$ cat src/sv/tps_pkg.sv
// Package for the texel partition selector: types, codes and hash step functions.
`default_nettype none

package tps_pkg;

  // Partition count codes used by the selection logic
  localparam logic [2:0] PC_ONE   = 3'd1;
  localparam logic [2:0] PC_THREE = 3'd3;
  localparam logic [2:0] PC_FOUR  = 3'd4;

  // Number of register stages from input to result
  localparam int PIPE_DEPTH = 7;

  // Texel coordinate after optional doubling
  typedef struct packed {
    logic [4:0] x;
    logic [4:0] y;
    logic [3:0] z;
  } coord_t;

  // Control bits that pick the seed shift amounts
  typedef struct packed {
    logic odd;    // pattern seed bit 0
    logic bit1;   // pattern seed bit 1
    logic bit4;   // pattern seed bit 4
    logic three;  // partition count is three
  } wctl_t;

  // Mixing hash, steps 1 and 2
  function automatic logic [31:0] mix_s1(input logic [31:0] p);
    logic [31:0] q;
    q = p ^ (p >> 15);
    q = q - (q << 17);
    return q;
  endfunction

  // Mixing hash, steps 3 and 4
  function automatic logic [31:0] mix_s2(input logic [31:0] p);
    logic [31:0] q;
    q = p + (p << 7);
    q = q + (q << 4);
    return q;
  endfunction

  // Mixing hash, steps 5 and 6
  function automatic logic [31:0] mix_s3(input logic [31:0] p);
    logic [31:0] q;
    q = p ^ (p >> 5);
    q = q + (q << 16);
    return q;
  endfunction

  // Mixing hash, closing xor-shift steps
  function automatic logic [31:0] mix_s4(input logic [31:0] p);
    logic [31:0] q;
    q = p ^ (p >> 7);
    q = q ^ (q >> 3);
    q = q ^ (q << 6);
    q = q ^ (q >> 17);
    return q;
  endfunction

  // Square of a 4-bit seed nibble
  function automatic logic [7:0] sq4(input logic [3:0] n);
    return {4'd0, n} * {4'd0, n};
  endfunction

endpackage

`default_nettype wire

$ cat src/sv/tps_weights.sv
// Seed weights: twelve hash nibbles squared and shifted right.
`default_nettype none

module tps_weights (
  input  wire logic [31:0]       hash,
  input  wire tps_pkg::wctl_t    ctl,
  output logic      [11:0][3:0]  weight
);

  logic [11:0][3:0] nib;
  logic [2:0]       sh1;
  logic [2:0]       sh2;
  logic [2:0]       sh3;
  logic [7:0]       sq [12];

  // Nibble taps of the hash; the last one wraps round the word
  assign nib[0]  = hash[3:0];
  assign nib[1]  = hash[7:4];
  assign nib[2]  = hash[11:8];
  assign nib[3]  = hash[15:12];
  assign nib[4]  = hash[19:16];
  assign nib[5]  = hash[23:20];
  assign nib[6]  = hash[27:24];
  assign nib[7]  = hash[31:28];
  assign nib[8]  = hash[21:18];
  assign nib[9]  = hash[25:22];
  assign nib[10] = hash[29:26];
  assign nib[11] = {hash[1:0], hash[31:30]};

  // Shift amounts from seed bits 0, 1 and 4 and the count
  always_comb begin
    if (ctl.odd) begin
      sh1 = ctl.bit1  ? 3'd4 : 3'd5;
      sh2 = ctl.three ? 3'd6 : 3'd5;
    end else begin
      sh1 = ctl.three ? 3'd6 : 3'd5;
      sh2 = ctl.bit1  ? 3'd4 : 3'd5;
    end
    sh3 = ctl.bit4 ? sh1 : sh2;
  end

  // Square, then shift: even taps by sh1, odd by sh2, the top four by sh3
  always_comb begin
    for (int i = 0; i < 12; i++) begin
      sq[i] = tps_pkg::sq4(nib[i]);
      if (i >= 8) begin
        weight[i] = 4'(sq[i] >> sh3);
      end else if ((i % 2) == 0) begin
        weight[i] = 4'(sq[i] >> sh1);
      end else begin
        weight[i] = 4'(sq[i] >> sh2);
      end
    end
  end

endmodule

`default_nettype wire

$ cat src/sv/texel_partition_select_top.sv
// Top level of the texel partition selector: seven-stage pipeline.
//
//  channel  direction  handshake            payload
//  in       input      in_valid / in_stall  pattern_seed, texel_x, texel_y, texel_z,
//                                           partition_count, dbl_coords
//  out      output     out_valid/out_stall  partition_index
//
// One texel per cycle while out_stall is low.
// The mixing hash takes four stages, at most two adders each; the weights,
// the sums and the compare take one stage each.
// Reset (rst, synchronous) clears only the stage valid bits.
// Each stage loads when it is empty or the stage after it moves, so bubbles
// close up under a stall and in_stall rises only when every stage is full.
`default_nettype none

module texel_partition_select_top (
  input  wire logic       clk,
  input  wire logic       rst,
  input  wire logic       in_valid,
  output logic            in_stall,
  input  wire logic [9:0] pattern_seed,
  input  wire logic [3:0] texel_x,
  input  wire logic [3:0] texel_y,
  input  wire logic [2:0] texel_z,
  input  wire logic [2:0] partition_count,
  input  wire logic       dbl_coords,
  output logic            out_valid,
  input  wire logic       out_stall,
  output logic [1:0]      partition_index
);

  localparam int D = tps_pkg::PIPE_DEPTH;

  logic [D-1:0] v;
  logic [D-1:0] en;

  // Input decode
  logic [31:0]     seed_in;
  tps_pkg::coord_t coord_in;
  tps_pkg::wctl_t  ctl_in;

  // Stage registers
  logic [31:0]      h0, h1, h2, h3;
  tps_pkg::coord_t  coord0, coord1, coord2, coord3, coord4;
  logic [2:0]       cnt0, cnt1, cnt2, cnt3, cnt4, cnt5, cnt6;
  tps_pkg::wctl_t   ctl0, ctl1, ctl2, ctl3;
  logic [11:0][3:0] w4;
  logic [17:0]      hb4;
  logic [5:0]       sum_a5, sum_b5, sum_c5, sum_d5;

  // Combinational results
  logic [11:0][3:0] w_next;
  logic [5:0]       sa, sb, sc, sd;
  logic [1:0]       pidx_next;

  // Load enables: a stage takes new data when empty or draining
  always_comb begin
    en[D-1] = !v[D-1] || !out_stall;
    for (int k = D - 2; k >= 0; k--) begin
      en[k] = !v[k] || en[k+1];
    end
  end

  assign in_stall  = !en[0];
  assign out_valid = v[D-1];

  // Valid bits travel with the data
  always_ff @(posedge clk) begin
    if (rst) begin
      v <= '0;
    end else begin
      if (en[0]) begin
        v[0] <= in_valid;
      end
      for (int k = 1; k < D; k++) begin
        if (en[k]) begin
          v[k] <= v[k-1];
        end
      end
    end
  end

  // Seed plus (count - 1) * 1024: the offset has no low bits, so no carry
  always_comb begin
    seed_in    = {22'(partition_count) - 22'd1, pattern_seed};
    coord_in.x = dbl_coords ? {texel_x, 1'b0} : {1'b0, texel_x};
    coord_in.y = dbl_coords ? {texel_y, 1'b0} : {1'b0, texel_y};
    coord_in.z = dbl_coords ? {texel_z, 1'b0} : {1'b0, texel_z};
    ctl_in.odd   = pattern_seed[0];
    ctl_in.bit1  = pattern_seed[1];
    ctl_in.bit4  = pattern_seed[4];
    ctl_in.three = (partition_count == tps_pkg::PC_THREE);
  end

  // Weights from the finished hash
  tps_weights u_weights (
    .hash   (h3),
    .ctl    (ctl3),
    .weight (w_next)
  );

  // Weighted sums, kept to six bits; unused partitions forced to zero
  always_comb begin
    sa = 6'({5'd0, w4[0]} * {4'd0, coord4.x}) + 6'({5'd0, w4[1]} * {4'd0, coord4.y})
       + 6'({5'd0, w4[10]} * {5'd0, coord4.z}) + hb4[17:12];
    sb = 6'({5'd0, w4[2]} * {4'd0, coord4.x}) + 6'({5'd0, w4[3]} * {4'd0, coord4.y})
       + 6'({5'd0, w4[11]} * {5'd0, coord4.z}) + hb4[13:8];
    sc = 6'({5'd0, w4[4]} * {4'd0, coord4.x}) + 6'({5'd0, w4[5]} * {4'd0, coord4.y})
       + 6'({5'd0, w4[8]} * {5'd0, coord4.z}) + hb4[9:4];
    sd = 6'({5'd0, w4[6]} * {4'd0, coord4.x}) + 6'({5'd0, w4[7]} * {4'd0, coord4.y})
       + 6'({5'd0, w4[9]} * {5'd0, coord4.z}) + hb4[5:0];
    if (cnt4 < tps_pkg::PC_FOUR) begin
      sd = '0;
    end
    if (cnt4 < tps_pkg::PC_THREE) begin
      sc = '0;
    end
  end

  // Largest sum wins, ties to the lower index; a single partition is 0
  always_comb begin
    priority if (cnt5 == tps_pkg::PC_ONE) begin
      pidx_next = 2'd0;
    end else if (sum_a5 >= sum_b5 && sum_a5 >= sum_c5 && sum_a5 >= sum_d5) begin
      pidx_next = 2'd0;
    end else if (sum_b5 >= sum_c5 && sum_b5 >= sum_d5) begin
      pidx_next = 2'd1;
    end else if (sum_c5 >= sum_d5) begin
      pidx_next = 2'd2;
    end else begin
      pidx_next = 2'd3;
    end
  end

  // Payload registers, no reset
  always_ff @(posedge clk) begin
    if (en[0]) begin
      h0     <= tps_pkg::mix_s1(seed_in);
      coord0 <= coord_in;
      cnt0   <= partition_count;
      ctl0   <= ctl_in;
    end
    if (en[1]) begin
      h1     <= tps_pkg::mix_s2(h0);
      coord1 <= coord0;
      cnt1   <= cnt0;
      ctl1   <= ctl0;
    end
    if (en[2]) begin
      h2     <= tps_pkg::mix_s3(h1);
      coord2 <= coord1;
      cnt2   <= cnt1;
      ctl2   <= ctl1;
    end
    if (en[3]) begin
      h3     <= tps_pkg::mix_s4(h2);
      coord3 <= coord2;
      cnt3   <= cnt2;
      ctl3   <= ctl2;
    end
    if (en[4]) begin
      w4     <= w_next;
      hb4    <= h3[19:2];
      coord4 <= coord3;
      cnt4   <= cnt3;
    end
    if (en[5]) begin
      sum_a5 <= sa;
      sum_b5 <= sb;
      sum_c5 <= sc;
      sum_d5 <= sd;
      cnt5   <= cnt4;
    end
    if (en[6]) begin
      partition_index <= pidx_next;
      cnt6            <= cnt5;
    end
  end

`ifndef ASSERT_OFF
  // Input is held back only when every stage is occupied
  a_stall_full: assert property (@(posedge clk) disable iff (rst)
    in_stall |-> (&v))
    else $error("input stalled with a free stage");

  // An open output lets the whole pipe move
  a_open_flow: assert property (@(posedge clk) disable iff (rst)
    !out_stall |-> !in_stall)
    else $error("input stalled while output is open");

  // Index three needs four or more partitions, index two three or more
  a_index_count: assert property (@(posedge clk) disable iff (rst)
    out_valid |-> (partition_index != 2'd3 || cnt6 >= tps_pkg::PC_FOUR)
               && (partition_index != 2'd2 || cnt6 >= tps_pkg::PC_THREE))
    else $error("partition index beyond partition count");

  // Pipe is empty straight after reset
  a_reset_empty: assert property (@(posedge clk)
    rst |=> !out_valid)
    else $error("result valid after reset");
`endif

endmodule

`default_nettype wire

$ cat config.mk
export PLATFORM = sky130hd
export DESIGN_NAME = texel_partition_select_top
export DESIGN_NICKNAME = d
export VERILOG_FILES = /design/src/sv/tps_pkg.sv /design/src/sv/tps_weights.sv /design/src/sv/texel_partition_select_top.sv
export SDC_FILE = /design/constraint.sdc
export NUM_CORES = 1
export LEC_CHECK = 0
export BUFFER_PORTS_ARGS = -buffer_cell sky130_fd_sc_hd__buf_2
export CORE_ASPECT_RATIO = 0.8
export CORE_UTILIZATION = 50
export CTS_BUF_LIST = sky130_fd_sc_hd__clkbuf_4 sky130_fd_sc_hd__clkbuf_8 sky130_fd_sc_hd__clkbuf_16
export DETAILED_ROUTE_END_ITERATION = 8
export HOLD_SLACK_MARGIN = 0.1
export PLACE_DENSITY = 0.66
export SYNTH_ARGS = -nofsm -noshare
export SYNTH_HDL_FRONTEND = slang
export SYNTH_SLANG_ARGS = --single-unit
$ cat constraint.sdc
create_clock -name clk -period 6 [get_ports clk]
set_clock_uncertainty 0.15 [all_clocks]
set_input_delay 1.2 -clock clk [delete_from_list [all_inputs] [get_ports clk]]
set_output_delay 1.2 -clock clk [all_outputs]
set_load 0.02 [all_outputs]
Word-level counts from Yosys, hierarchy flattened
Cells that the tools add are included.
{"block": "word_totals", "regBits": 331, "input_bits": 29, "out_inout_bits": 4, "elab_cells": 173}
{"block": "op_classes", "n_addsub": 17, "n_mul": 24, "magnitude_cmp": 8, "eq_ne": 2, "n_shift": 12, "mux": 10, "bitwise_logic": 6, "n_reduce_logical": 21}
{"op": "$add 32x32->32", "n": 3}
{"op": "$mul 4x4->8", "n": 12}
{"op": "$shr 8x3->4", "n": 12}
{"op": "$add 6x6->6", "n": 12}
{"op": "$mul 4x5->6", "n": 8}
{"op": "$ge 6x6->1", "n": 6}
{"op": "$sub 32x32->32", "n": 1}
{"op": "$xor 32x15->32", "n": 1}
{"op": "$xor 32x17->32", "n": 1}
{"op": "$xor 32x25->32", "n": 1}
{"op": "$xor 32x27->32", "n": 1}
{"op": "$xor 32x29->32", "n": 1}
{"op": "$xor 32x32->32", "n": 1}
{"op": "$mul 4x4->6", "n": 4}
{"op": "$mux 3", "n": 4}
{"op": "$logic_not 1->1", "n": 9}
{"op": "$mux 4", "n": 2}
{"op": "$logic_or 1x1->1", "n": 7}
{"op": "$sub 3x1->4 const B", "n": 1}
{"op": "$eq 3x1->1 const B", "n": 1}
{"op": "$eq 3x2->1 const B", "n": 1}
{"op": "$logic_and 1x1->1", "n": 3}
{"op": "$lt 3x2->1 const B", "n": 1}
{"op": "$lt 3x3->1 const B", "n": 1}
{"op": "4 further kinds", "n": 6}

Longest topological paths before layout
Gate-level depths: netlist of run 1.
{"block": "depth", "ltp_word": 9, "ltp_mapped": 18, "mapped_depth_nobuf": 18}

Hierarchy
A second synthesis of run 1 with hierarchy kept.
{"block": "hier_totals", "cells_unflattened": 2169, "hier_area_um2": 24160.7}
{"module": "texel_partition_select_top", "instances": 1, "cells_per_inst": 1682, "area_per_inst_um2": 20935.1, "seq_area_each_um2": 9749.4}
{"module": "tps_weights", "instances": 1, "cells_per_inst": 487, "area_per_inst_um2": 3225.6, "seq_area_each_um2": 0.0}

Worst setup path after synthesis of run 1
OpenSTA, ideal clock, no wires.
{"block": "synth_path", "path_kind": "input -> output", "startpoint": "input out_stall", "endpoint": "output in_stall", "t_arrival_ns": 3.846, "required_time_ns": 4.650, "slack_ns": 0.804, "stages": 5, "n_path_buf": 1, "path_cell_list": "and3_1 -> and3_1 -> clkbuf_1 -> nand4_1 -> inv_1"}
{"block": "synth_via", "elab_chain_cells": 9}
{"element": "start, declared", "line_no": "texel_partition_select_top.sv:28", "source": "input wire logic out_stall,"}
{"element": "$logic_not 1->1", "line_no": "texel_partition_select_top.sv:58", "source": "en[D-1] = !v[D-1] || !out_stall;"}
{"element": "$logic_or 1x1->1", "line_no": "texel_partition_select_top.sv:58"}
{"element": "$logic_or 1x1->1 (6 in series)", "line_no": "texel_partition_select_top.sv:60", "source": "en[k] = !v[k] || en[k+1];"}
{"element": "$logic_not 1->1", "line_no": "texel_partition_select_top.sv:64", "source": "assign in_stall = !en[0];"}
{"element": "end, declared", "line_no": "texel_partition_select_top.sv:20", "source": "output logic in_stall,"}
No other way between the ends.

Worst setup path in the final report of run 1
{"block": "layout_path", "startpoint": "register coord4[5] (netlist bit)", "endpoint": "register sum_c5[5] (data pin)"}
{"block": "layout_via", "elab_chain_cells": 4}
{"element": "start, declared", "line_no": "texel_partition_select_top.sv:44", "source": "tps_pkg::coord_t coord0, coord1, coord2, coord3, coord4;"}
{"element": "start signal, assigned", "line_no": "texel_partition_select_top.sv:164", "source": "coord4 <= coord3;"}
{"element": "$mul 4x5->6", "line_no": "texel_partition_select_top.sv:108", "source": "sc = 6'({5'd0, w4[4]} * {4'd0, coord4.x}) + 6'({5'd0, w4[5]} * {4'd0, coord4.y})"}
{"element": "$add 6x6->6", "line_no": "texel_partition_select_top.sv:108"}
{"element": "$add 6x6->6 (2 in series)", "line_no": "texel_partition_select_top.sv:109", "source": "+ 6'({5'd0, w4[8]} * {5'd0, coord4.z}) + hb4[9:4];"}
{"element": "end signal, assigned", "line_no": "texel_partition_select_top.sv:170", "source": "sum_c5 <= sc;"}
{"element": "end, declared", "line_no": "texel_partition_select_top.sv:49", "source": "logic [5:0] sum_a5, sum_b5, sum_c5, sum_d5;"}
No other way between the ends.
A chain may end at the register's enable or synchronous reset.

==> results of run 1 <==
## final timing paths
check / start / end / cells past startpoint
setup / recovery: coord4[5] / sum_c5[5] / 16
hold / removal: coord1[0] / coord2[0] / 0
setup reg to reg: coord4[5] / sum_c5[5] / 16
hold reg to reg: coord1[0] / coord2[0] / 0
## cells in the final DEF, fill, tap and decap left out, types with 26 or more instances in the layout
cell type	n
clkbuf_16	37
xnor2_1	216
and2_1	149
nor2_1	105
nand2_1	182
inv_1	185
fa_1	115
o21ai_0	53
xor2_1	100
ha_1	221
edfxtp_1	320
a21o_1	48
nor2b_1	39
nand2b_1	26
buf_2	32
a21oi_1	92
## metrics by stage
| step | std cells | area [um^2] | hold WS (ns) | setup WS, ns |
|---|---|---|---|---|
| finish | 2820 | 25800 | 0.263 | 0.768 |
| global route | 2820 | 25800 | 0.269 | 0.438 |
| CTS | 2820 | 25800 | 0.262 | 0.749 |
| detailed placement | 2753 | 24600 | 0.255 | 0.750 |
| global placement | 2753 | 24600 | 0.251 | 0.782 |
| floorplan | 2140 | 23700 | 0.250 | 0.804 |
## cell type report
class,count,share of cell area
multi-input combinational,1580,0.506
sequential,327,0.377
clock buffer,43,0.0376
tap,612,0.0296
inverter,188,0.0275
clock inverter,24,0.0117
timing repair buffer,46,0.0103
## cells in the mapped netlist, drive strengths merged (11+ instances only)
master and count:
nand3 22, o21a 16, xnor2 216, a221o 12, a31oi 12, clkbuf 42
o21ai 63, and3 17, ha 221, a21o 48, and2 150, xor2 100
nand2 184, nor2b 39, nor2 105, a21oi 96, edfxtp 320, nor3 25
inv 186, nand2b 26, fa 115, o221ai 11
## state kept, by name, indices dropped and copies added (netlist names), 18 cells and up
register	cells
h1	32
h2	32
h0	28
w4	48
hb4	18
h3	32
## per-layer routing
metal / part of all wire / vias up / GRT usage
met2: 0.42 / 442 / 0.337
met1: 0.48 / 7566 / 0.333
li1: - / 7442 / -
met3: 0.075 / 76 / 0.0497
met4: 0.023 / 0 / 0.0626
met5: 0 / - / 0
## cell families after synthesis
| logic type | Yosys count | synth area share |
|---|---|---|
| AOI/OAI and AO/OA | 318 | 0.0888 |
| xor gates and xnor gates | 317 | 0.118 |
| adders and majority gates | 336 | 0.214 |
| buffers and inverters | 233 | 0.0375 |
| DFF | 327 | 0.411 |
| muxes | 9 | 0.00422 |
| and+or+nand+nor | 600 | 0.126 |
## worst max-delay path, stage by stage (launching register included)
cell and delay [ns]:
edfxtp_1 0.69, nand2_1 0.15, fa_1 0.52, fa_1 0.53, fa_1 0.55, inv_1 0.05
fa_1 0.53, inv_1 0.05, fa_1 0.53, inv_1 0.07, ha_1 0.29, a21o_1 0.15
a21oi_1 0.19, xnor2_1 0.16, xnor2_1 0.15, xnor2_1 0.14, nor2_1 0.05
==> flow_summary_export.csv, run 1 <==
group,metric,value,unit
run_status,status,"finished, final reports clean",
timing,timing.fmax,0.191,GHz
cts,clock_sinks,327,
synth,synth_edf_count,320,
worst_setup_path,worstSetupPathType,"reg2reg",
global_routing,grt_antenna_before_repair,0,
worst_setup_path,critPathLaunchType,"flop",
timing,tightest_slew,1.38,ns
die,core.rowCount,70,
die,die_width,245,um
drt,ant_nets,0,
synth,synth_top_area_frac,0.406,
synth,synthTopCellsByArea,"edfxtp_1 41%, ha_1 12%, fa_1 9.7%",
timing,final.period_utilization,0.872,
global_routing,grt_pass1_wl,83800,um
timing,final_max_slew_viol_count,0,
layout,multiInputGateArea,13100,um^2
worst_setup_path,worst_ep_required_time,6.15,ns
drt,routedWlPerCell,18.8,um
timing,finalSetupViolations,0,
layout,fillers,3946,
die,die_height,197,um
job,max-cap-violations,0,
placement,dp.final_hpwl,42400,um
synth,avgSynthCellArea,11.1,um^2
global_routing,grt_usage,0.227,
worst_setup_path,arrival,5.38,ns
timing,maxSlewHeadroom,0.0767,
synth,synth-seq-cells,327,
drt,wl,53000,um
timing,period_needed,5.23,ns
placement,io_buffers,32,
worst_setup_path,cp-end-kind,"flop",
min_path,hold_class,"reg2reg",
layout,syn_to_final_growth,9.03,%
drt,drt_iter0_markers,1084,
layout,antenna_cells,0,
cts,postCtsSetupBuffers,0,
cts,clk_latency,0.58,ns
placement,gp_congestion,0.945,
drt,viasPerCell,5.51,
cts,cts_max_level,2,
timing,tns,0,ns
global_routing,grt_max_degree,55,
synth,synth_cell_types,73,
layout,nets,2545,
synth,yosysSeqAreaShare,0.411,
die,coreArea,46200,um^2
worst_setup_path,rrSetupSlack,0.77,ns
synth,synth_fp_nets,2505,
worst_setup_path,crit_fanout,16,
layout,ff_latch_area,9750,um^2
synth,synthFlopType,"edfxtp_1",
synth,synth_top_cell_by_area,"edfxtp_1",
synth,synthArstFlopShare,0,
cts,cts_buffers,37,
synth,synthCells,2140,
layout,drive_gt1_frac,0.0584,
global_routing,grt_pass1_vias,15500,
cts,cts_root_buf,"clkbuf_16",
cts,cts_hold_buf,0,
cts,cts_tree,"yes",
layout,post-route-util,0.559,
drt,drc,0,
die,dieArea,48300,um^2
drt,drtPass1Iterations,6,
timing,rsz0062_at_grt,"no",
synth,yosysWarnings,0,
timing,final-hold-violation-count,0,
global_routing,grt-ovfl-total,0,
cts,clockBufferDepth,3,
synth,syn_area,23700,um^2
die,initial_core_util,0.512,
cts,ctsResizeCount,0,
cts,clk_pin_slew,0.06,ns
drt,dr_total_vias,15500,
die,io_pins,33,
Power of run 1 is left out: the tool's default activity adds up to more than one toggle a clock period on the data nets, which glitch-free logic cannot reach.
==> inputs of run 2 (changes only) <==
--- a/config.mk
+++ b/config.mk
@@ -5,6 +5,7 @@
 export SDC_FILE = /design/constraint.sdc
 export NUM_CORES = 1
 export LEC_CHECK = 0
+export ABC_AREA = 1
 export BUFFER_PORTS_ARGS = -buffer_cell sky130_fd_sc_hd__buf_2
 export CORE_ASPECT_RATIO = 0.8
 export CORE_UTILIZATION = 50
==> run 2 against run 1 <==
  * Area after synthesis is 5.4% higher
  * Routed wire length up 15%
  * Cell count rose by 24%
  * Critical endpoint is now sum_d5[5]
  * Register-to-register slack worse by 0.05 ns
  * Count of clock-buffer cells in the layout is the same
  * Highest routed layer unchanged
  * Worst hold slack better by 0.0042 ns
  * Flip-flop and latch count unchanged
  * Setup slack lost 0.052 ns
==> flow_summary_export.csv, run 2 <==
group,metric,value,unit
run_status,status,"finished, final reports clean",
synth,avgSynthCellArea,9.02,um^2
die,die_height,202,um
worst_setup_path,crit_fanout,16,
synth,synth_edf_count,320,
layout,fillers,4361,
job,max-cap-violations,0,
worst_setup_path,reg2reg_from,"coord4[1]",
cts,clk_latency,0.56,ns
worst_setup_path,cp-end-kind,"flop",
cts,cts_buffers,36,
timing,maxSlewHeadroom,0.316,
drt,wl,61000,um
layout,nets,3167,
cts,cts_root_buf,"clkbuf_16",
synth,synthArstFlopShare,0,
min_path,whs_endpoint,"ctl1[1]",
die,coreArea,48800,um^2
worst_setup_path,worst_ep_required_time,6.18,ns
die,io_pins,33,
worst_setup_path,arrival,5.46,ns
synth,synth_fp_nets,3133,
drt,routedWlPerCell,17.5,um
worst_setup_path,timing.rr.end,"sum_d5[5]",
timing,final.period_utilization,0.881,
timing,period_needed,5.28,ns
synth,synthCells,2768,
die,dieArea,50900,um^2
timing,tightest_slew,1.02,ns
synth,synth_cell_types,50,
synth,synth_top_area_frac,0.385,
global_routing,grt_pass1_wl,99200,um
synth,yosysSeqAreaShare,0.390,
layout,largest_register_ffs,48,
synth,netlist_top_cells_count,"680 x nand2_1, 516 x inv_1, 320 x edfxtp_1, 221 x ha_1, 160 x nor2_1",
timing,tns,0,ns
drt,ant_nets,0,
cts,cts_tree,"yes",
layout,regMostFlops,"w4",
worst_setup_path,rrSetupSlack,0.72,ns
timing,timing.fmax,0.189,GHz
synth,yosysWarnings,0,
global_routing,grt_antenna_before_repair,0,
global_routing,grt_pass1_vias,18400,
synth,synth_top_cell_by_area,"edfxtp_1",
min_path,worstHoldStart,"ctl0[1]",
cts,clock_sinks,327,
min_path,hold_class,"reg2reg",
synth,synthFlopType,"edfxtp_1",
drt,drt_iter0_markers,1313,
timing,final-hold-violation-count,0,
drt,drtPass1Iterations,6,
drt,viasPerCell,5.22,
die,core.rowCount,72,
cts,clk_pin_slew,0.06,ns
placement,io_buffers,32,
drt,dr_total_vias,18200,
synth,synth-seq-cells,327,
layout,syn_to_final_growth,9.10,%
global_routing,grt_usage,0.250,
placement,gp_congestion,0.958,
cts,cts_max_level,2,
min_path,hold_path_depth,0,
worst_setup_path,rr_worst_depth,18,
cts,ctsResizeCount,0,
timing,finalSetupViolations,0,
layout,layout_common_cells,"678 x nand2_1, 511 x inv_1, 320 x edfxtp_1, 221 x ha_1, 157 x nor2_1",
layout,antenna_cells,0,
cts,cts_hold_buf,0,
drt,drc,0,
global_routing,grt_max_degree,74,
timing,rsz0062_at_grt,"no",
cts,postCtsSetupBuffers,0,
worst_setup_path,critPathLaunchType,"flop",
synth,synthTopCellsByArea,"edfxtp_1 38%, ha_1 11%, nand2_1 10%",
layout,layout_commonest_cell,"nand2_1",
placement,dp.final_hpwl,49300,um
worst_setup_path,worstSetupPathType,"reg2reg",
timing,final_max_slew_viol_count,0,
cts,clockBufferDepth,3,
layout,drive_gt1_frac,0.0484,
global_routing,grt-ovfl-total,0,
synth,synth.most_common_cell,"nand2_1",
die,initial_core_util,0.512,
die,die_width,252,um
synth,syn_area,25000,um^2
==> run 2: cell count changes after synthesis, sizes merged, moves of 16 or more <==
cell | before | now
a21oi | 96 | 118
a21o | 48 | 11
nand3 | 22 | 106
xnor2 | 216 | 133
nor2 | 105 | 162
xor2 | 100 | 138
nand2b | 26 | 1
nand2 | 184 | 685
nand4 | 9 | 25
and2 | 150 | 2
inv | 186 | 521
and3 | 17 | 0
nor2b | 39 | 0
==> run 2: area by class of cell <==
cell class                      count  area [um^2]  area share
Multi-Input combinational cell   1878        13100       0.482
Sequential cell                   327         9750       0.358
Inverter                          521         1970      0.0721
Clock buffer                       43          972      0.0357
Tap cell                          666          833      0.0306
Clock inverter                     23          388      0.0142
Timing Repair Buffer               38          205     0.00753
==> run 2: kinds of logic after synthesis <==
kind of cell,Yosys count,synth area share
XOR/XNOR,271,0.0968
AO/OA/AOI/OAI,252,0.0580
multiplexers,3,0.00135
buffers and inverters,563,0.0856
adder cells (fa/ha/maj),336,0.203
flip-flops,327,0.390
AND/OR/NAND/NOR,1016,0.165
==> run 2: routing by layer <==
layer | global-route usage | up-vias | share of wire
li1 | - | 8944 | -
met1 | 0.350 | 8709 | 0.46
met2 | 0.399 | 514 | 0.45
met3 | 0.0519 | 82 | 0.071
met4 | 0.0617 | 0 | 0.020
met5 | 0 | - | 0
==> run 2: worst max-delay path by stage <==
stage / slack, ns / cells after the start / startpoint / endpoint
floorplan: 0.006 / 10 / out_stall / in_stall
global placement: 0.79 / 18 / coord4[5] / sum_b5[5]
detailed placement: 0.72 / 18 / coord4[1] / sum_d5[5]
CTS: 0.72 / 18 / coord4[1] / sum_d5[5]
global route: 0.34 / 18 / coord4[1] / sum_d5[5]
finish: 0.72 / 18 / coord4[1] / sum_d5[5]
==> run 2: critical path: stages, from the launching register on <==
cell      delay (ns)
edfxtp_1        0.90
nand2_1         0.18
fa_1            0.62
fa_1            0.44
fa_1            0.49
inv_1           0.06
fa_1            0.52
inv_1           0.05
fa_1            0.52
inv_1           0.07
ha_1            0.31
nand3_1         0.09
nand3_1         0.09
nand3_1         0.09
nand2_1         0.07
xnor2_1         0.21
nand2_1         0.08
nand2_1         0.06
nor2_1          0.05
==> run 2: through the flow <==
| step | util | area (um^2) | hold WS, ns | worst slack [ns] | std cells |
|---|---|---|---|---|---|
| 2_1_floorplan | - | 25000 | 0.250 | 0.00640 | 2768 |
| 3_3_place_gp | 0.530 | 25900 | 0.252 | 0.794 | 3430 |
| 3_5_place_dp | 0.530 | 25900 | 0.255 | 0.725 | 3430 |
| 4_1_cts | 0.558 | 27200 | 0.269 | 0.718 | 3496 |
| 5_1_grt | 0.558 | 27200 | 0.272 | 0.342 | 3496 |
| 6_report | 0.558 | 27200 | 0.268 | 0.715 | 3496 |
Power of run 2 is left out for the same reason.
